==> src/hdl/abl_pkg.sv <==
// Shared types and constants of the ARP binding learn table.
package abl_pkg;

	// Payload widths of the input and result beats.
	localparam int unsigned IP_W    = 32;
	localparam int unsigned MAC_W   = 48;
	localparam int unsigned ENTRY_W = 9;

	// First MAC byte value that marks a MAC as unusable.
	localparam logic [7:0] MAC_BAD_BYTE = 8'h00;

	typedef logic [1:0] status_t;

	// Result status codes.
	localparam status_t ST_KNOWN  = 2'd0;
	localparam status_t ST_ADDED  = 2'd1;
	localparam status_t ST_REJECT = 2'd2;
	localparam status_t ST_FULL   = 2'd3;

endpackage

==> src/hdl/abl_seq.sv <==
// Scan sequencer: walks the filled entries through one shared comparator and decides the result.
module abl_seq #(
	parameter int unsigned DEPTH = 256,
	parameter int unsigned IDX_W = 8,
	parameter int unsigned CNT_W = 9
) (
	input  logic                        clk,
	input  logic                        arst_n,
	input  logic                        in_valid,
	output logic                        in_stall,
	input  logic [abl_pkg::IP_W-1:0]    ipv4_addr,
	input  logic [abl_pkg::MAC_W-1:0]   mac_addr,
	output logic                        out_valid,
	input  logic                        out_stall,
	output abl_pkg::status_t            status,
	output logic [abl_pkg::ENTRY_W-1:0] entry_number,
	output logic                        wr_en,
	output logic [IDX_W-1:0]            wr_addr,
	output logic [abl_pkg::IP_W-1:0]    wr_ip,
	output logic [abl_pkg::MAC_W-1:0]   wr_mac,
	output logic                        rd_en,
	output logic [IDX_W-1:0]            rd_addr,
	input  logic [abl_pkg::IP_W-1:0]    rd_ip
);
	import abl_pkg::*;

	localparam logic [1:0] S_IDLE   = 2'd0;
	localparam logic [1:0] S_SCAN   = 2'd1;
	localparam logic [1:0] S_DECIDE = 2'd2;

	localparam int unsigned NUM_W = CNT_W + ENTRY_W + 1;

	logic [1:0]         state_q;
	logic [CNT_W-1:0]   count_q;
	logic [CNT_W-1:0]   idx_q;
	logic               pend_q;
	logic               hit_q;
	logic [IP_W-1:0]    ip_q;
	logic [MAC_W-1:0]   mac_q;
	logic               out_valid_q;
	status_t            status_q;
	logic [ENTRY_W-1:0] number_q;

	logic               in_take;
	logic               out_take;
	logic               issue;
	logic               match;
	logic               hit_next;
	logic               out_free;
	logic               is_full;
	logic               mac_bad;
	logic               add_now;
	logic [NUM_W-1:0]   num_wide;

	assign in_take  = in_valid && !in_stall;
	assign out_take = out_valid_q && !out_stall;
	assign out_free = !out_valid_q || !out_stall;
	assign in_stall = (state_q != S_IDLE);

	// Shared comparator on the entry read back last cycle.
	assign match    = pend_q && (rd_ip == ip_q);
	assign hit_next = hit_q || match;

	// One read is issued per cycle while filled entries remain.
	assign issue   = (state_q == S_SCAN) && (idx_q < count_q);
	assign rd_en   = issue;
	assign rd_addr = idx_q[IDX_W-1:0];

	// Decision terms for a new address.
	assign mac_bad  = (mac_q[MAC_W-1 -: 8] == MAC_BAD_BYTE);
	assign is_full  = (count_q == CNT_W'(DEPTH));
	assign add_now  = (state_q == S_DECIDE) && out_free && !hit_q && !mac_bad && !is_full;
	assign num_wide = NUM_W'(count_q) + NUM_W'(1);

	// Append port into the storage.
	assign wr_en   = add_now;
	assign wr_addr = count_q[IDX_W-1:0];
	assign wr_ip   = ip_q;
	assign wr_mac  = mac_q;

	// Latch the input beat.
	always_ff @(posedge clk) begin
		if (in_take) begin
			ip_q  <= ipv4_addr;
			mac_q <= mac_addr;
		end
	end

	// Sequencer and fill count.
	always_ff @(posedge clk or negedge arst_n) begin
		if (!arst_n) begin
			state_q <= S_IDLE;
			count_q <= '0;
			idx_q   <= '0;
			pend_q  <= 1'b0;
			hit_q   <= 1'b0;
		end else begin
			unique case (state_q)
				S_IDLE: begin
					if (in_take) begin
						state_q <= S_SCAN;
						idx_q   <= '0;
						pend_q  <= 1'b0;
						hit_q   <= 1'b0;
					end
				end
				S_SCAN: begin
					// The last compare folds into hit_q on the cycle the scan ends.
					hit_q  <= hit_next;
					pend_q <= issue;
					if (issue) begin
						idx_q <= idx_q + CNT_W'(1);
					end else begin
						state_q <= S_DECIDE;
					end
				end
				S_DECIDE: begin
					if (out_free) begin
						state_q <= S_IDLE;
						if (add_now) begin
							count_q <= count_q + CNT_W'(1);
						end
					end
				end
				default: begin
					state_q <= S_IDLE;
				end
			endcase
		end
	end

	// Result register: holds the beat until the receiver takes it.
	always_ff @(posedge clk or negedge arst_n) begin
		if (!arst_n) begin
			out_valid_q <= 1'b0;
		end else if ((state_q == S_DECIDE) && out_free) begin
			out_valid_q <= 1'b1;
		end else if (out_take) begin
			out_valid_q <= 1'b0;
		end
	end

	// Result payload, known first, then rejected MAC, then full.
	always_ff @(posedge clk) begin
		if ((state_q == S_DECIDE) && out_free) begin
			priority if (hit_q) begin
				status_q <= ST_KNOWN;
				number_q <= '0;
			end else if (mac_bad) begin
				status_q <= ST_REJECT;
				number_q <= '0;
			end else if (is_full) begin
				status_q <= ST_FULL;
				number_q <= '0;
			end else begin
				status_q <= ST_ADDED;
				number_q <= num_wide[ENTRY_W-1:0];
			end
		end
	end

	assign out_valid    = out_valid_q;
	assign status       = status_q;
	assign entry_number = number_q;

endmodule

==> config.mk <==
export PLATFORM = sky130hd
export DESIGN_NAME = abl_seq
export DESIGN_NICKNAME = d
export VERILOG_FILES = /design/src/hdl/abl_pkg.sv /design/src/hdl/abl_seq.sv
export SDC_FILE = /design/constraint.sdc
export NUM_CORES = 1
export LEC_CHECK = 0
export ABC_AREA = 1
export BUFFER_PORTS_ARGS = -buffer_cell sky130_fd_sc_hd__buf_2
export CORE_UTILIZATION = 51
export DETAILED_ROUTE_END_ITERATION = 12
export PLACE_DENSITY = 0.94
export SYNTH_ARGS = -nofsm -noshare
export SYNTH_HDL_FRONTEND = slang
export SYNTH_SLANG_ARGS = --single-unit
export TNS_END_PERCENT = 30
==> constraint.sdc <==
create_clock -name clk -period 7.64 [get_ports clk]
set_input_delay 1.146 -clock clk [delete_from_list [all_inputs] [get_ports clk]]
set_output_delay 1.146 -clock clk [all_outputs]
set_load 0.05 [all_outputs]
* Yosys cells after proc, flatten, opt, wreduce, memory -nomap -nowiden
Index checks and enable logic that the tools add are counted.
** Cells by class
- Add/sub/neg operators :: 3
- Magnitude comparators :: 1
- Equal/unequal tests :: 8
- Muxes and demuxes :: 14
- Reduce and logical (&&, ||, !) cells :: 27
** Operator list (count)
- 32-bit equality test :: 1
- 9-bit by 1-bit adder with 9-bit output (second input constant) :: 3
- 9-bit 2-to-1 mux :: 2
- 9-bit one-hot mux with 2 select lines :: 1
- 2-bit 2-to-1 mux :: 5
- 9-bit equality test (second input constant) :: 1
- 9-bit < comparator :: 1
- 3-bit AND reduction :: 3
- 1-bit logical AND :: 8
- 8-bit zero test :: 1
- 2-bit inequality test (second input constant) :: 4
- 1-bit zero test :: 6
- 2-bit one-hot mux with 3 select lines :: 1
- 2-bit nonzero test :: 3
- 1-bit one-hot mux with 2 select lines :: 2
- 1-bit 2-to-1 mux :: 3
- 3-bit OR reduction :: 1
- 2-bit by 1-bit equality test with 1-bit output (second input constant) :: 1
- 2-bit equality test (second input constant) :: 1
- 2-bit zero test :: 1
- 1-bit logical OR :: 2
- 2-bit AND reduction :: 1
- 2-bit OR reduction :: 1
** Word-level totals
- Bits in registers :: 114
- Input bits :: 116
- Output and inout bits :: 111
- Logic and storage cells :: 64

* Longest topological paths before layout
- Word-level depth :: 7
- Depth in mapped cells :: 12
- Mapped depth without buffers :: 11

* Least setup slack after synthesis
No wires, ideal clock.
- Path kind :: input-to-reg
- Start point :: input in_valid
- End point :: register ip_q[0], in the netlist wr_ip[0] (enable)
- Setup time :: 0.434 ns
- Arrival :: 3.001 ns
- Data required time :: 7.206 ns
- Slack :: 4.206 ns
- Stages on the path :: 3
- Cells stage by stage :: nand2_1 -> clkbuf_1 -> inv_1
** Between the ends
- Cells in the longest elaborated chain, start to end :: 1
** Ends and longest elaborated chain
- from (decl) :: line abl_seq.sv:9 : input logic in_valid,
- 1-bit logical AND :: line abl_seq.sv:55 : assign in_take = in_valid && !in_stall;
- via in_take :: line abl_seq.sv:44 : logic in_take;
- to (signal assigned) :: line abl_seq.sv:84 : ip_q <= ipv4_addr;
- to (decl) :: line abl_seq.sv:38 : logic [IP_W-1:0] ip_q;
The timed path passes the listed nets, and every way through them passes these cells.
A chain may end at the register's enable or synchronous reset.

* Worst setup path in the final report
- Start point :: register count_q[6]
- End point :: output rd_en
** Between the ends
- Cells in the longest elaborated chain, start to end :: 2
** Ends and longest elaborated chain
- from (decl) :: line abl_seq.sv:34 : logic [CNT_W-1:0] count_q;
- from (signal assigned) :: line abl_seq.sv:121 : count_q <= count_q + CNT_W'(1);
- 9-bit < comparator :: line abl_seq.sv:65 : assign issue = (state_q == S_SCAN) && (idx_q < count_q);
- 1-bit logical AND :: line abl_seq.sv:65
- to (decl) :: line abl_seq.sv:21 : output logic rd_en,
Every way passes these cells.

==> metrics.md <==
| Metric | Value |
|---|---|
| RSZ-0062 raised after global routing | no |
| Setup bufs post-CTS | 0 |
| Ys async rst share | 20.2% |
| Die ar. | between 10000 and 15000 µm² |
| Final min period | ~3.6 ns |
| Leak Pwr | about 0.0034 µW |
| Post-synth EDFFs | 91 |
| Share of cells above drive strength 1 | 37.7% |
| Top FF cell, synth | edfxtp_1 |
| Vias per cell | between 4 and 5 |
| Crit Path Category | reg2out |
| Via count | between 4000 and 5000 |
| Pre-antenna DRT Iters | 5 |
| Die height | 102 µm |
| CTS tree | yes |
| Multi-input logic area | 1280 µm² |
| TritonCTS Sinks | 114 |
| Final wirelength | 13500 µm |
| WP data required | 6.49 ns |
| Worst-path fanout max | 13 |
| Largest net degree at the start of global routing | 81 |
| First-pass GRT wire length | 20000 µm |
| Core ar. | 9680 µm² |
| IO buf count | 226 |
| FP Rows | 36 |
| Bufs on Longest Clock Path | 2 |
| Nets | 830 |
| Grt total ovfl | 0 |
| Final Skew | 0.00632 ns |
| H-tree Lvls | 4 |
| Post-synthesis cell area | a little over 5000 µm² |
| Crit end category | output pin |
| Worst slew pin tran | between 0.9 and 1 ns |
| Filler cells | 689 |
| Starting density of the core | 52.3% |
| Run status | finished, final reports clean |
| Max VDD drop | roughly 0.25 mV |
| Max Clk Rate | between 0.2 and 0.3 GHz |
| CTS Buf Count | 17 |
| Post-CTS Hold Fix Bufs | 0 |
| Final Hold Fails | 0 |
| Insertion delay to the later sink of the worst-skew pair | 0.51 ns |
| Synthesized flop and latch total | between 100 and 150 |
| Vias in the first global route | 4114 |
| N_diodes | 0 |
| Post-CTS sizing | 0 |
| Root Buffer | clkbuf_8 |
| Worst-path clk slew | approximately 0.050 ns |
| Dpl hpwl | roughly 10000 µm |
| Hold WS | 0.530 ns |
| Unique masters post-synth | 29 |
| Die Wd | roughly 100 µm |
| Starting DRT DRC Count | ~180 |
| GPL Wtd Cong | 0.949 |
| Slew Limit Fails | 0 |
| Initial antenna violation count | 0 |
| WL/cell | ~16 µm |
| Final core utilization | 70.5% |
| Setup_tns | 0 ns |
| Syn_nets | between 600 and 700 |
| Startpoint types | flip-flop |
| CP arrival | 2.44 ns |
| Worst slew margin | 34.0% |
| Cell count after synthesis | roughly 480 |
| Pwr dens | 397 nW/µm² |
| Gr usage total | between 20% and 30% |
| Register area | 3310 µm² |
| Number of remaining DRC errors | 0 |
| Endpoints failing setup | 0 |
| Ports | between 200 and 250 |
| Hold WC Path Type | reg2reg |
| Count of warnings emitted by yosys | 0 |
| Post-synthesis sequential area ratio | approximately two thirds |
| Crit share post-route | between 40 and 50% |
| Mean Syn Cell Area | between 10 and 15 µm² |
| Maxcap violations | 0 |
| Area Growth Syn to Fin | 34.7% |
| Post-DRT Antenna Nets | 0 |
==> registers in the layout (all words and copies together), names as in the netlist <==
| name | cells |
|---|---|
| status | 2 |
| state_q | 2 |
| wr_ip | 32 |
| pend_q | 1 |
| count_q | 9 |
| idx_q | 9 |
| out_valid | 1 |
| entry_number | 9 |
| hit_q | 1 |
| wr_mac | 48 |
==> synthesized netlist by cell type (all sizes together), types with 4 or more instances <==
cell,instances,area (µm²)
nand2,134,510
buf,19,148
nor2,38,143
xor2,10,87.6
o21ai,12,78.8
ha,11,138
nand3,22,115
a21oi,4,23.8
xnor2,9,78.8
nor3,4,25.0
dfrtp,23,576
edfxtp,91,2730
inv,87,327
==> per-layer routing <==
layer	global-route usage (%)	share of wire, %	routed length (µm)	up-vias
met5	0	0	0	-
met4	13.7	2.7	362	0
met3	6.69	6.2	837	28
met2	50.1	56	7540	196
met1	28.5	35	4730	1976
li1	-	-	-	1963
==> worst max-delay path, cell delays in order (launching register included) <==
cell and delay, ns:
dfrtp_1 0.40, inv_1 0.12, ha_1 0.33, nand2_1 0.08
inv_1 0.03, o21bai_1 0.12, nand2_1 0.07, inv_1 0.06
nand3_2 0.23, inv_1 0.21, buf_2 0.29
==> power breakdown <==
| part | internal (µW) | switching, µW |
|---|---|---|
| Clock | 528 | 279 |
| Combinational | 210 | 759 |
| Sequential | 848 | 86.3 |
| Total | 1590 | 1120 |
==> per-stage QoR <==
step	worst slack, ns	power (µW)	instances	area (µm²)
CTS	4.04	2720	849	6830
global route	3.86	2830	849	6830
floorplan	4.21	1690	477	5070
detailed placement	4.24	1910	817	6220
global placement	4.30	1870	817	6220
finish	4.06	2710	849	6830
==> cell families (layout without fill, tap and decap cells) <==
| kind of cell | count (synthesis) | in the layout | share of synthesized area [%] |
|---|---|---|---|
| simple gates | 204 | 204 | 16.4 |
| flops | 114 | 114 | 65.3 |
| buf+inv | 107 | 346 | 9.43 |
| compound gates | 22 | 22 | 2.86 |
| xor+xnor | 19 | 19 | 3.28 |
| fa+ha+maj | 11 | 11 | 2.72 |
==> area by class of cell <==
cell class	count	area share [%]
tap	133	2.44
multi-input combinational	256	18.8
inverter	87	4.80
sequential	114	48.4
timing repair buffer	227	16.7
clock inverter	14	2.75
clock buffer	18	6.12
==> cell usage in the layout (no fill, tap or decap), types with 9 or more instances in the layout <==
| master | Yosys | layout |
|---|---|---|
| xor2_1 | 10 | 10 |
| xnor2_1 | 9 | 9 |
| clkbuf_16 | 0 | 16 |
| edfxtp_1 | 91 | 91 |
| ha_1 | 11 | 11 |
| nand2_1 | 131 | 131 |
| nor2_1 | 38 | 38 |
| buf_2 | 1 | 226 |
| dfrtp_1 | 23 | 23 |
| nand3_1 | 21 | 21 |
| inv_1 | 86 | 85 |
==> path summary, 6_finish.rpt <==
kind | slack [ns] | to | startpoint | depth (start not counted)
worst max register to register | 5.43 | wr_mac[42]$_DFFE_PP_ | state_q[0]$_DFFE_PN0P_ | 4
worst max-delay path | 4.06 | rd_en | count_q[6]$_DFFE_PN0P_ | 10
worst min-delay path | 0.53 | pend_q$_DFFE_PN0P_ | pend_q$_DFFE_PN0P_ | 2
worst min register to register | 0.53 | pend_q$_DFFE_PN0P_ | pend_q$_DFFE_PN0P_ | 2
max in group asynchronous | 6.67 | idx_q[6]$_DFFE_PN0P_ | arst_n | 1
min in group asynchronous | 0.62 | out_valid$_DFFE_PN0P_ | arst_n | 1
No activity file was read; power rests on OpenSTA's default activity.
